--- src/hdl/utf16_to_utf8_encoder_defines.svh ---
// Assertion macros for the UTF-16 to UTF-8 encoder.
// Included by the top level; needs no other file.
`ifndef UTF16_TO_UTF8_ENCODER_DEFINES_SVH
`define UTF16_TO_UTF8_ENCODER_DEFINES_SVH
`ifndef ASSERT_OFF
`define U16U8_ASSERT(lbl, clk, rst, prop, msg) \
   lbl: assert property (@(posedge clk) disable iff (rst) (prop)) else $error(msg);
`define U16U8_ASSERT_IMPLIES(lbl, clk, rst, ante, cons, msg) \
   lbl: assert property (@(posedge clk) disable iff (rst) (ante) |-> (cons)) else $error(msg);
`else
`define U16U8_ASSERT(lbl, clk, rst, prop, msg)
`define U16U8_ASSERT_IMPLIES(lbl, clk, rst, ante, cons, msg)
`endif
`endif

--- src/hdl/u16u8_pkg.sv ---
// Shared types, constants and the UTF-8 byte encoder function.
// Used by every module of the UTF-16 to UTF-8 encoder; depends on nothing.
`timescale 1ns / 1ps
`default_nettype none
package u16u8_pkg;

   localparam int UNIT_W      = 16;
   localparam int BYTE_W      = 8;
   localparam int CP_W        = 21;
   localparam int HELD_W      = 10;
   localparam int MAX_BYTES   = 6;
   localparam int CNT_W       = 3;
   localparam int QUEUE_DEPTH_DEF = 4;

   localparam logic [UNIT_W-1:0] SURR_HIGH_MIN = 16'hD800;
   localparam logic [UNIT_W-1:0] SURR_HIGH_MAX = 16'hDBFF;
   localparam logic [UNIT_W-1:0] SURR_LOW_MIN  = 16'hDC00;
   localparam logic [UNIT_W-1:0] SURR_LOW_MAX  = 16'hDFFF;
   localparam logic [5:0]        SURR_HIGH_TAG = 6'b110110;

   localparam logic [CP_W-1:0] CP_SUPP_BASE = 21'h10000;
   localparam logic [CP_W-1:0] CP_TWO_MIN   = 21'h80;
   localparam logic [CP_W-1:0] CP_THREE_MIN = 21'h800;

   localparam logic [BYTE_W-1:0] LEAD_TWO   = 8'hC0;
   localparam logic [BYTE_W-1:0] LEAD_THREE = 8'hE0;
   localparam logic [BYTE_W-1:0] LEAD_FOUR  = 8'hF0;
   localparam logic [BYTE_W-1:0] CONT_TAG   = 8'h80;
   localparam logic [BYTE_W-1:0] CONT_MASK  = 8'h3F;

   typedef struct packed {
      logic [UNIT_W-1:0] code_unit;
      logic              string_end;
   } req_type;

   typedef struct packed {
      logic [BYTE_W-1:0] out_byte;
      logic              run_last;
      logic              string_done;
   } rsp_type;

   // One queued job: the bytes that one request produces, first byte at index 0.
   typedef struct packed {
      logic [MAX_BYTES-1:0][BYTE_W-1:0] bytes;
      logic [CNT_W-1:0]                 count;
      logic                             last;
   } job_type;

   typedef struct packed {
      logic full;
      logic empty;
   } q_stat_type;

   typedef struct packed {
      logic [3:0][BYTE_W-1:0] bytes;
      logic [CNT_W-1:0]       len;
   } enc_type;

   // Continuation byte from six payload bits.
   function automatic logic [BYTE_W-1:0] cont_byte(input logic [5:0] bits);
      return CONT_TAG | ({2'b00, bits} & CONT_MASK);
   endfunction

   // Encodes one code point into one to four UTF-8 bytes.
   function automatic enc_type utf8_encode(input logic [CP_W-1:0] cp);
      enc_type e;
      e = '0;
      if (cp < CP_TWO_MIN) begin
         e.len      = 3'd1;
         e.bytes[0] = cp[7:0];
      end else if (cp < CP_THREE_MIN) begin
         e.len      = 3'd2;
         e.bytes[0] = LEAD_TWO | {3'b000, cp[10:6]};
         e.bytes[1] = cont_byte(cp[5:0]);
      end else if (cp < CP_SUPP_BASE) begin
         e.len      = 3'd3;
         e.bytes[0] = LEAD_THREE | {4'b0000, cp[15:12]};
         e.bytes[1] = cont_byte(cp[11:6]);
         e.bytes[2] = cont_byte(cp[5:0]);
      end else begin
         e.len      = 3'd4;
         e.bytes[0] = LEAD_FOUR | {5'b00000, cp[20:18]};
         e.bytes[1] = cont_byte(cp[17:12]);
         e.bytes[2] = cont_byte(cp[11:6]);
         e.bytes[3] = cont_byte(cp[5:0]);
      end
      return e;
   endfunction

endpackage
`default_nettype wire

--- src/hdl/utf16_to_utf8_encoder.sv ---
// Top level of the UTF-16 to UTF-8 encoder: front stage, job queue, back stage.
// Depends on u16u8_pkg, u16u8_front, u16u8_queue, u16u8_back and the defines header.
//
//   channel  direction  payload                          handshake
//   req      in         code_unit[15:0], string_end      req_valid / req_stall
//   rsp      out        out_byte[7:0], run_last, done    rsp_valid / rsp_stall
//
// A request is taken whenever the job queue has room; it makes zero to six bytes.
// The back stage sends one byte per cycle while the response is not stalled.
// Reset is synchronous and empties the queue and the held surrogate.
// A stalled response holds; the front keeps taking requests until the queue fills.
`timescale 1ns / 1ps
`default_nettype none
`include "utf16_to_utf8_encoder_defines.svh"
module utf16_to_utf8_encoder #(
   parameter int QUEUE_DEPTH = u16u8_pkg::QUEUE_DEPTH_DEF
) (
   input  wire                 clock,
   input  wire                 reset,
   input  wire                 req_valid,
   output logic                req_stall,
   input  u16u8_pkg::req_type  req_payload,
   output logic                rsp_valid,
   input  wire                 rsp_stall,
   output u16u8_pkg::rsp_type  rsp_payload
);

   u16u8_pkg::job_type    push_job, head_job;
   u16u8_pkg::q_stat_type q_stat;
   logic                  push, pop;

   // Classify requests and build byte jobs.
   u16u8_front u_front (
      .clock       (clock),
      .reset       (reset),
      .req_valid   (req_valid),
      .req_stall   (req_stall),
      .req_payload (req_payload),
      .q_stat      (q_stat),
      .push        (push),
      .job         (push_job)
   );

   // Decouple the two stages.
   u16u8_queue #(
      .DEPTH (QUEUE_DEPTH)
   ) u_queue (
      .clock    (clock),
      .reset    (reset),
      .push     (push),
      .push_job (push_job),
      .pop      (pop),
      .head_job (head_job),
      .q_stat   (q_stat)
   );

   // Serialize jobs into response bytes.
   u16u8_back u_back (
      .clock       (clock),
      .reset       (reset),
      .head_job    (head_job),
      .q_stat      (q_stat),
      .pop         (pop),
      .rsp_valid   (rsp_valid),
      .rsp_stall   (rsp_stall),
      .rsp_payload (rsp_payload)
   );

   // Queue must never be written when full or read when empty.
   `U16U8_ASSERT_IMPLIES(a_push_not_full, clock, reset, push, !q_stat.full, "push while full")
   `U16U8_ASSERT_IMPLIES(a_pop_not_empty, clock, reset, pop, !q_stat.empty, "pop while empty")
   // The end of a string is always the end of a request's bytes.
   `U16U8_ASSERT_IMPLIES(a_done_is_last, clock, reset, rsp_valid && rsp_payload.string_done,
      rsp_payload.run_last, "string_done without run_last")

endmodule
`default_nettype wire

--- src/hdl/u16u8_front.sv ---
// Front stage: accepts code units, pairs surrogates and builds byte jobs.
// Depends on u16u8_pkg.
`timescale 1ns / 1ps
`default_nettype none
module u16u8_front (
   input  wire                  clock,
   input  wire                  reset,
   input  wire                  req_valid,
   output logic                 req_stall,
   input  u16u8_pkg::req_type   req_payload,
   input  u16u8_pkg::q_stat_type q_stat,
   output logic                 push,
   output u16u8_pkg::job_type   job
);

   logic                            held_valid_ff, held_valid_in;
   logic [u16u8_pkg::HELD_W-1:0]    held_bits_ff, held_bits_in;
   logic                            accept;
   logic                            is_high, is_low, hold_now;
   logic [u16u8_pkg::UNIT_W-1:0]    unit;
   u16u8_pkg::enc_type              enc_pair, enc_held, enc_unit;

   assign req_stall = q_stat.full;
   assign accept    = req_valid && !q_stat.full;
   assign unit      = req_payload.code_unit;

   // Classify the unit.
   always_comb begin
      is_high  = unit inside {[u16u8_pkg::SURR_HIGH_MIN:u16u8_pkg::SURR_HIGH_MAX]};
      is_low   = unit inside {[u16u8_pkg::SURR_LOW_MIN:u16u8_pkg::SURR_LOW_MAX]};
      hold_now = is_high && !req_payload.string_end;
   end

   // Encode the surrogate pair, the held unit alone and the current unit alone.
   always_comb begin
      enc_pair = u16u8_pkg::utf8_encode(u16u8_pkg::CP_SUPP_BASE
                 + {1'b0, held_bits_ff, unit[9:0]});
      enc_held = u16u8_pkg::utf8_encode({5'd0, u16u8_pkg::SURR_HIGH_TAG, held_bits_ff});
      enc_unit = u16u8_pkg::utf8_encode({5'd0, unit});
   end

   // Assemble the job; a flushed high surrogate always takes the first three bytes.
   always_comb begin
      job      = '0;
      job.last = req_payload.string_end;
      if (held_valid_ff && is_low) begin
         job.bytes[3:0] = enc_pair.bytes;
         job.count      = enc_pair.len;
      end else if (held_valid_ff) begin
         job.bytes[2:0] = enc_held.bytes[2:0];
         job.count      = 3'd3;
         if (!hold_now) begin
            job.bytes[5:3] = enc_unit.bytes[2:0];
            job.count      = 3'd3 + enc_unit.len;
         end
      end else if (!hold_now) begin
         job.bytes[2:0] = enc_unit.bytes[2:0];
         job.count      = enc_unit.len;
      end
   end

   // A unit that is only held makes no job.
   assign push = accept && (job.count != '0);

   // Held surrogate state.
   always_comb begin
      held_valid_in = held_valid_ff;
      held_bits_in  = held_bits_ff;
      if (accept) begin
         if (held_valid_ff && is_low) begin
            held_valid_in = 1'b0;
            held_bits_in  = '0;
         end else begin
            held_valid_in = hold_now;
            held_bits_in  = hold_now ? unit[9:0] : '0;
         end
      end
   end

   always_ff @(posedge clock) begin
      if (reset) begin
         held_valid_ff <= 1'b0;
         held_bits_ff  <= '0;
      end else begin
         held_valid_ff <= held_valid_in;
         held_bits_ff  <= held_bits_in;
      end
   end

endmodule
`default_nettype wire

--- src/hdl/u16u8_queue.sv ---
// Short job queue between the front and back stages.
// Depends on u16u8_pkg.
`timescale 1ns / 1ps
`default_nettype none
module u16u8_queue #(
   parameter int DEPTH = u16u8_pkg::QUEUE_DEPTH_DEF
) (
   input  wire                   clock,
   input  wire                   reset,
   input  wire                   push,
   input  u16u8_pkg::job_type    push_job,
   input  wire                   pop,
   output u16u8_pkg::job_type    head_job,
   output u16u8_pkg::q_stat_type q_stat
);

   localparam int PTR_W = (DEPTH > 1) ? $clog2(DEPTH) : 1;
   localparam int CNT_W = $clog2(DEPTH + 1);

   u16u8_pkg::job_type entries_ff [DEPTH];
   logic [PTR_W-1:0]   wr_ptr_ff, wr_ptr_in;
   logic [PTR_W-1:0]   rd_ptr_ff, rd_ptr_in;
   logic [CNT_W-1:0]   count_ff, count_in;

   assign q_stat.full  = (count_ff == CNT_W'(DEPTH));
   assign q_stat.empty = (count_ff == '0);
   assign head_job     = entries_ff[rd_ptr_ff];

   // Pointer and occupancy update; pointers wrap at the depth.
   always_comb begin
      wr_ptr_in = wr_ptr_ff;
      rd_ptr_in = rd_ptr_ff;
      count_in  = count_ff;
      if (push) begin
         wr_ptr_in = (wr_ptr_ff == PTR_W'(DEPTH - 1)) ? '0 : wr_ptr_ff + 1'b1;
      end
      if (pop) begin
         rd_ptr_in = (rd_ptr_ff == PTR_W'(DEPTH - 1)) ? '0 : rd_ptr_ff + 1'b1;
      end
      if (push && !pop) begin
         count_in = count_ff + 1'b1;
      end else if (pop && !push) begin
         count_in = count_ff - 1'b1;
      end
   end

   always_ff @(posedge clock) begin
      if (reset) begin
         wr_ptr_ff <= '0;
         rd_ptr_ff <= '0;
         count_ff  <= '0;
      end else begin
         wr_ptr_ff <= wr_ptr_in;
         rd_ptr_ff <= rd_ptr_in;
         count_ff  <= count_in;
      end
   end

   // Entry storage holds no reset.
   always_ff @(posedge clock) begin
      if (push) begin
         entries_ff[wr_ptr_ff] <= push_job;
      end
   end

endmodule
`default_nettype wire

--- src/hdl/u16u8_back.sv ---
// Back stage: walks each job one byte per unstalled cycle into the response register.
// Depends on u16u8_pkg.
`timescale 1ns / 1ps
`default_nettype none
module u16u8_back (
   input  wire                   clock,
   input  wire                   reset,
   input  u16u8_pkg::job_type    head_job,
   input  u16u8_pkg::q_stat_type q_stat,
   output logic                  pop,
   output logic                  rsp_valid,
   input  wire                   rsp_stall,
   output u16u8_pkg::rsp_type    rsp_payload
);

   u16u8_pkg::job_type            job_ff, job_in;
   logic                          job_valid_ff, job_valid_in;
   logic [u16u8_pkg::CNT_W-1:0]   idx_ff, idx_in;
   logic                          rsp_valid_ff, rsp_valid_in;
   u16u8_pkg::rsp_type            rsp_ff, rsp_in;
   logic                          advance, take, finishing;

   // The response register moves when empty or taken.
   assign advance   = !rsp_valid_ff || !rsp_stall;
   assign take      = job_valid_ff && advance;
   assign finishing = take && (idx_ff == job_ff.count - 1'b1);
   assign pop       = !q_stat.empty && (!job_valid_ff || finishing);

   // Job sequencer.
   always_comb begin
      job_in       = job_ff;
      job_valid_in = job_valid_ff;
      idx_in       = idx_ff;
      if (pop) begin
         job_in       = head_job;
         job_valid_in = 1'b1;
         idx_in       = '0;
      end else if (finishing) begin
         job_valid_in = 1'b0;
      end else if (take) begin
         idx_in = idx_ff + 1'b1;
      end
   end

   // Next response byte and its flags.
   always_comb begin
      rsp_valid_in = advance ? job_valid_ff : rsp_valid_ff;
      rsp_in       = rsp_ff;
      if (take) begin
         rsp_in.out_byte    = job_ff.bytes[idx_ff];
         rsp_in.run_last    = finishing;
         rsp_in.string_done = finishing && job_ff.last;
      end
   end

   always_ff @(posedge clock) begin
      if (reset) begin
         job_valid_ff <= 1'b0;
         idx_ff       <= '0;
         rsp_valid_ff <= 1'b0;
      end else begin
         job_valid_ff <= job_valid_in;
         idx_ff       <= idx_in;
         rsp_valid_ff <= rsp_valid_in;
      end
   end

   always_ff @(posedge clock) begin
      job_ff <= job_in;
      rsp_ff <= rsp_in;
   end

   assign rsp_valid   = rsp_valid_ff;
   assign rsp_payload = rsp_ff;

endmodule
`default_nettype wire

--- config.mk ---
export PLATFORM = sky130hd
export DESIGN_NAME = utf16_to_utf8_encoder
export DESIGN_NICKNAME = d
export VERILOG_FILES = /design/src/hdl/u16u8_pkg.sv /design/src/hdl/utf16_to_utf8_encoder.sv /design/src/hdl/u16u8_front.sv /design/src/hdl/u16u8_queue.sv /design/src/hdl/u16u8_back.sv
export VERILOG_INCLUDE_DIRS = /design/src /design/src/hdl
export SDC_FILE = /design/constraint.sdc
export NUM_CORES = 1
export LEC_CHECK = 0
export BUFFER_PORTS_ARGS = -buffer_cell sky130_fd_sc_hd__buf_2
export CORE_AREA = 2 2 228 174
export CTS_BUF_LIST = sky130_fd_sc_hd__clkbuf_16
export DETAILED_ROUTE_END_ITERATION = 6
export DIE_AREA = 0 0 230 176
export PLACE_DENSITY = 0.52
export SLEW_MARGIN = 40
export SYNTH_ARGS = -nofsm -noshare
export SYNTH_HDL_FRONTEND = slang
export SYNTH_SLANG_ARGS = --single-unit
export TNS_END_PERCENT = 5
--- constraint.sdc ---
create_clock -name clock -period 6.9 [get_ports clock]
set_clock_uncertainty 0.05 [all_clocks]
set_input_delay 1.38 -clock clock [delete_from_list [all_inputs] [get_ports clock]]
set_output_delay 1.38 -clock clock [all_outputs]
set_load 0.1 [all_outputs]
== Yosys cells after proc, flatten, opt, wreduce, memory -nomap -nowiden ==
Memory sizes are Yosys's and may differ from the RTL's. A register that Yosys moved wholly into a read port is not among the register bits.
Index checks and enable logic that the tools add are counted.
Storage, ports and cells
  word-level logic and storage cells: 95
  input port bits: 21
  memories: 1
  bits in registers: 33
  memory bits (writable): 208
  output and inout bits: 12
Operators by class
  multiplexer cells: 32
  add/subtract/negate cells: 8
  order comparisons: 10
  reduce and logical (&&, ||, !) cells: 28
  bitwise operators: 1
  equal/unequal tests: 4
Memories
  u_queue.entries_ff: words 4, bits a word 52, read ports 1, clocked after Yosys merged registers in 1, write ports 1, line u16u8_queue.sv:20  | u16u8_pkg::job_type entries_ff [DEPTH];
Operator list (number)
  2-to-1 mux 27 bit: 4
  2-to-1 mux 24 bit: 3
  2-to-1 mux 16 bit: 3
  2-to-1 mux 19 bit: 2
  2-to-1 mux 35 bit: 1
  >= comparator 16 bit (second input constant): 2
  less-or-equal comparator 16 bit (second input constant): 2
  2-to-1 mux 25 bit: 1
  binary-select mux 8 bit (select 3 bit): 1
  2-to-1 mux 8 bit: 3
  2-to-1 mux 11 bit: 2
  adder 17 x 20 -> 21 bit (first input constant): 1
  less-than comparator 21 x 12 -> 1 bit (second input constant): 1
  less-than comparator 21 x 17 -> 1 bit (second input constant): 1
  less-than comparator 21 x 8 -> 1 bit (second input constant): 1
  2-to-1 mux 10 bit: 2
  less-than comparator 16 x 12 -> 1 bit (second input constant): 1
  less-than comparator 16 x 8 -> 1 bit (second input constant): 1
  logical AND 1 bit: 12
  2-to-1 mux 3 bit: 3
  zero test 1 bit: 8
  adder 3 x 1 -> 3 bit (second input constant): 2
  subtractor 3 x 1 -> 3 bit (second input constant): 2
  2-to-1 mux 1 bit: 5
  other kinds (14): 19

== Longest topological paths before layout ==
  depth after elaboration: 15
  mapped depth: 12
  depth with buffers taken out: 12

== Hierarchy ==
A second synthesis with hierarchy kept.
Second synthesis, totals
  cells, all modules: 735
  area total of the unflattened synthesis: 12413.2 sq um
By module, submodules not included
  u16u8_queue: area an instance 8005.2 sq um, seq. area each 6426.2 sq um, cells each 316, instances 1
  u16u8_back: area an instance 2608.8 sq um, seq. area each 1961.9 sq um, cells each 135, instances 1
  u16u8_front: area an instance 1799.2 sq um, seq. area each 220.2 sq um, cells each 284, instances 1

== Worst setup path after synthesis ==
No wires, ideal clock.
  kind: input to register
  start: input port rsp_stall
  end: register u_queue.count_ff[2]
  cell stages on the path: 10
  data required time: 6.779 ns
  arrival time: 6.155 ns
  setup time: 0.071 ns
  buffers on the path: 0
  slack: 0.625 ns
  cell sequence: a21boi_1 nand4_1 a21oi_1 inv_1 ha_1 inv_1 fa_1 xor2_1 or3_1 a21oi_1
On the way
  longest elaborated chain between the ends: 9
  elaborated cells between the ends (all ways): 11
  classes of those cells: 1 x mux; 10 x reduce/logical
RTL lines
  start: declaration: line utf16_to_utf8_encoder.sv:24  | input wire rsp_stall,
  zero test 1 bit *: line u16u8_back.sv:24  | assign advance = !rsp_valid_ff || !rsp_stall;
  logical OR 1 bit *: line u16u8_back.sv:24
  logical AND 1 bit *: line u16u8_back.sv:25  | assign take = job_valid_ff && advance;
  logical AND 1 bit *: line u16u8_back.sv:26  | assign finishing = take && (idx_ff == job_ff.count - 1'b1);
  logical OR 1 bit *: line u16u8_back.sv:27  | assign pop = !q_stat.empty && (!job_valid_ff || finishing);
  logical AND 1 bit *: line u16u8_back.sv:27
  via pop: line utf16_to_utf8_encoder.sv:30  | logic push, pop;
  zero test 1 bit: line u16u8_queue.sv:40  | if (push && !pop) begin
  logical AND 1 bit: line u16u8_queue.sv:40
  2-to-1 mux 3 bit or nonzero test 2 bit (tied branches)
  end signal: assignment: line u16u8_queue.sv:55  | count_ff <= count_in;
  end: declaration: line u16u8_queue.sv:23  | logic [CNT_W-1:0] count_ff, count_in;
Mark *: on every way through the listed nets, which the timed path passes. The rest lies on a longest branch.
A chain may end at the register's enable or synchronous reset.

== Worst setup path after layout ==
  start: input port req_payload[15] (netlist bit)
  end: memory u_queue.entries_ff[2][29] (netlist bit) (enable)
On the way
  longest elaborated chain between the ends: 11
  elaborated cells between the ends (all ways): 21
  classes of those cells: 1 x add/sub; 6 x order compare; 8 x mux; 6 x reduce/logical
RTL lines
  start: declaration: line utf16_to_utf8_encoder.sv:22  | input u16u8_pkg::req_type req_payload,
  less-than comparator 16 x 12 -> 1 bit: line u16u8_pkg.sv:71  | end else if (cp < CP_THREE_MIN) begin
  2-to-1 mux 19 bit: line u16u8_pkg.sv:71
  2-to-1 mux 11 bit: line u16u8_pkg.sv:68  | if (cp < CP_TWO_MIN) begin
  adder 2 x 3 -> 3 bit: line u16u8_front.sv:54  | job.count = 3'd3 + enc_unit.len;
  2-to-1 mux 3 bit: line u16u8_front.sv:52  | if (!hold_now) begin
  2-to-1 mux 27 bit: line u16u8_front.sv:49  | end else if (held_valid_ff) begin
  2-to-1 mux 35 bit *: line u16u8_front.sv:46  | if (held_valid_ff && is_low) begin
  nonzero test 3 bit *: line u16u8_front.sv:63  | assign push = accept && (job.count != '0);
  logical AND 1 bit *: line u16u8_front.sv:63
  via push: line utf16_to_utf8_encoder.sv:30
  2-to-1 mux 1 bit *: line u16u8_queue.sv:61  | if (push) begin
  2-to-1 mux 1 bit (not written as such) *: line u16u8_queue.sv:62  | entries_ff[wr_ptr_ff] <= push_job;
  end: declaration: line u16u8_queue.sv:20
Marked as above.

==> summary.txt <==
Worst setup path
  – WP depth: 6
  – Startpoint Class: primary input
  – R2R Setup Slk: 3.53 ns
  – Crit Path Class: in -> reg
  – Capturing point of the worst reg2reg path: u_queue.entries_ff[2][29]$_DFFE_PP_
  – Critical path buffers and inverters: 2
  – Crit. End Element: flip-flop
  – Max stage delay cell, worst path: and2_2
  – R2R cell count: 4
  – Highest fanout seen on the critical path: 25
  – Top delay family on crit path: simple AND/OR/NAND/NOR gates
  – Critical Path Max Stage Delay: 0.74 ns
  – Critical path origin: req_payload[15]
  – Arr. time, crit path: 3.76 ns
  – Worst Setup EP: u_queue.entries_ff[2][29]$_DFFE_PP_
  – Crit Reg-Reg Startpoint: u_front.held_valid_ff$_SDFFE_PP0P_
  – Worst-path cell chain: buf_2 > and4b_1 > and3_1 > a21oi_1 > and2_2 > buf_4
  – Req. time, crit path: 7.05 ns

Drt
  – Drt initial violations: 582
  – Antenna viol nets, final: 0
  – Post-Route WL: about 27 mm
  – Drt first pass iters: 5
  – Vias: 6218
  – DRC violations left: 0
  – DR WL/cell: 21.59 µm
  – Vias per cell: around 5

Placement
  – Placer Congestion: 0.8455
  – Final HPWL DP: 17.12 mm
  – Pre-CTS worst setup slack: 2.655 ns
  – Input/output buffers: 32

Global routing
  – GRT overflow: 0
  – Vias in the first global route: 6064
  – Initial antenna violation count: 3
  – Pin count of the biggest net entering global routing: 54
  – GR Util All Layers: a little over an eighth
  – First-pass GRT wire length: between 40 and 50 mm

Logic synthesis
  – Post-Syn Nets: 717
  – Yosys warning total: 0
  – Most used DFF post-synth: edfxtp_1
  – Synth area leaders: edfxtp_1 66%, mux4_2 11%, dfxtp_1 4.1%, nor2_1 1.8%, mux2i_1 1.6%
  – Synth top cells by count: 250 x edfxtp_1, 55 x mux4_2, 55 x nor2_1
  – Synth async-reset ratio: 0%
  – Syn Area/Cell: 16.54 µm²
  – Most frequent cell after synthesis: edfxtp_1
  – Post-synth design cell area: approximately 11000 µm²
  – Synth Register Bits: about 270
  – Seq/Total Area, Yosys: about 70%
  – Area leader, netlist: edfxtp_1
  – Post-synth EDFFs: 250
  – Post-synth top area share: 66.14%
  – Netlist cell types: 63
  – Post-Syn Instances: 686

Clock network
  – Clk sinks: 273
  – Setup bufs post-CTS: 0
  – H-tree depth: 1
  – Hold-fix buffers at CTS: 0
  – CTS Buf Count: 26
  – Worst-skew pair later-pin latency: around 0.54 ns
  – Cts repair resizes: 0
  – CTS tree: done
  – CTS clock-pin slew for the worst setup and hold paths: 0.06 ns
  – Clock root buffer: clkbuf_16
  – Clock Path Buffers: 3

Power and ir drop
  – Leakage: 4.123 nW
  – Max VDD drop: about 210 µV
  – Total power: 4.856 mW
  – PD cells: 375.3 nW/µm²

STA
  – Fmax achieved: between 200 and 300 MHz
  – WHS: approximately 0.45 ns
  – Final critical-path required period: about 3.6 ns
  – Worst-Margin Slew: 0.8376 ns
  – Final Slew Violations: 0
  – Setup violations, final: 0
  – Crit share post-route: 52.31%
  – Setup ws final: 3.291 ns
  – Hold Fails Final Rpt: 0
  – Setup TNS Final: 0 ns
  – Slew HR: ~44%
  – RSZ-0062 raised after global routing: no

Run status
  – Outcome: finished clean

Final layout
  – Final core utilization: between 30% and 40%
  – Layout Nets: about 740
  – Layout area overhead: 14.00%
  – Share of cells above drive strength 1: 21.07%

Floorplan
  – Core Rows: 62
  – Die H: 176 µm
  – Die area: around 40000 µm²
  – Core Area: 38010 µm²
  – Die X: between 200 and 250 µm
  – Io pins: 33
  – Initial Util: 29.86%

Min path
  – Min-Delay Path Class: reg -> reg
  – Min-delay src: u_queue.count_ff[2]$_SDFFE_PP0P_

Job
  – Max Cap Viol: 0
[routing by layer]
metal	global-route usage [%]	wire length [µm]	share of wire (%)
met3	2.213	1183	4.4
met4	3.145	584	2.2
met5	0	0	0
met2	19.89	11730	44
met1	20.16	13360	50
[power breakdown]
part           switching [mW]  total [mW]  internal (mW)
combinational           0.698        1.12          0.421
clock                   0.615        1.44          0.821
sequential              0.113        2.30           2.19
[sequential cells by signal (all words and copies together), names as in the netlist]
name and count:
u_queue.count_ff 3, u_front.held_bits_ff 10, u_back.rsp_payload 10, u_queue.wr_ptr_ff 2
u_back.job_valid_ff 1, u_back.rsp_valid 1, u_back.job_ff 48, u_back.idx_ff 3
u_queue.rd_ptr_ff 2, u_front.held_valid_ff 1, u_queue.entries_ff 192
[cells by family after synthesis]
family / Yosys count / synth area share, %
compound gates: 104 / 6.383
fa+ha+maj: 10 / 1.169
buf+inv: 64 / 2.194
xor+xnor: 9 / 0.8158
flops: 273 / 70.20
mux: 74 / 12.60
simple gates: 152 / 6.637
[worst register-to-register path: cells and delay by family (launching register included)]
kind                   cells  cell delay [ns]
flip-flops                 1             0.66
AO/OA/AOI/OAI              1             0.62
AND/OR/NAND/NOR            1             0.74
buffers and inverters      2             0.96
[layout by cell type, fill, tap and decap left out, types with 3 or more instances in the layout]
| cell | netlist | layout |
|---|---|---|
| a21oi_1 | 24 | 23 |
| a221o_1 | 6 | 6 |
| a22oi_1 | 17 | 17 |
| and2_1 | 17 | 13 |
| and2_2 | 0 | 4 |
| buf_2 | 1 | 33 |
| buf_4 | 2 | 9 |
| bufinv_16 | 0 | 3 |
| clkbuf_16 | 0 | 27 |
| clkinv_1 | 1 | 4 |
| clkinv_2 | 0 | 6 |
| dfxtp_1 | 23 | 21 |
| edfxtp_1 | 250 | 250 |
| ha_1 | 9 | 9 |
| inv_1 | 18 | 24 |
| mux2i_1 | 18 | 18 |
| mux4_2 | 55 | 55 |
| nand2_1 | 28 | 28 |
| nand2b_1 | 4 | 4 |
| nand3_1 | 19 | 19 |
| nor2_1 | 55 | 54 |
| nor3_1 | 6 | 6 |
| nor4_1 | 3 | 3 |
| o211ai_1 | 5 | 5 |
| o21ai_0 | 14 | 13 |
| o21ai_1 | 2 | 3 |
| o221ai_1 | 4 | 4 |
| o22ai_1 | 9 | 9 |
| xor2_1 | 6 | 6 |
[worst min-delay path by stage]
| stage | depth (start not counted) | endpoint |
|---|---|---|
| 3_5_place_dp | 2 | u_queue.count_ff[2]$_SDFFE_PP0P_ |
| 5_1_grt | 2 | u_queue.count_ff[2]$_SDFFE_PP0P_ |
| 3_3_place_gp | 2 | u_back.rsp_valid$_SDFFE_PP0N_ |
| 4_1_cts | 2 | u_queue.count_ff[2]$_SDFFE_PP0P_ |
| 2_1_floorplan | 2 | u_back.job_valid_ff$_SDFFE_PP0P_ |
| 6_report | 2 | u_queue.count_ff[2]$_SDFFE_PP0P_ |
[per-stage QoR]
step / std cells / area [µm²]
global route: 1243 / 12940
global placement: 1193 / 12050
floorplan: 686 / 11350
CTS: 1243 / 12930
detailed placement: 1195 / 12080
finish: 1244 / 12940
[final cells by class]
| class | instances | area [µm²] |
|---|---|---|
| fill | 3676 | 25070 |
| sequential | 273 | 7973 |
| multi-input combinational | 349 | 3166 |
| clock buffer | 27 | 675.6 |
| tap | 512 | 640.6 |
| timing repair buffer | 42 | 232.7 |
| clock inverter | 21 | 177.7 |
| inverter | 19 | 71.32 |
| antenna | 1 | 2.502 |
Power figures use the tool's default switching activity.
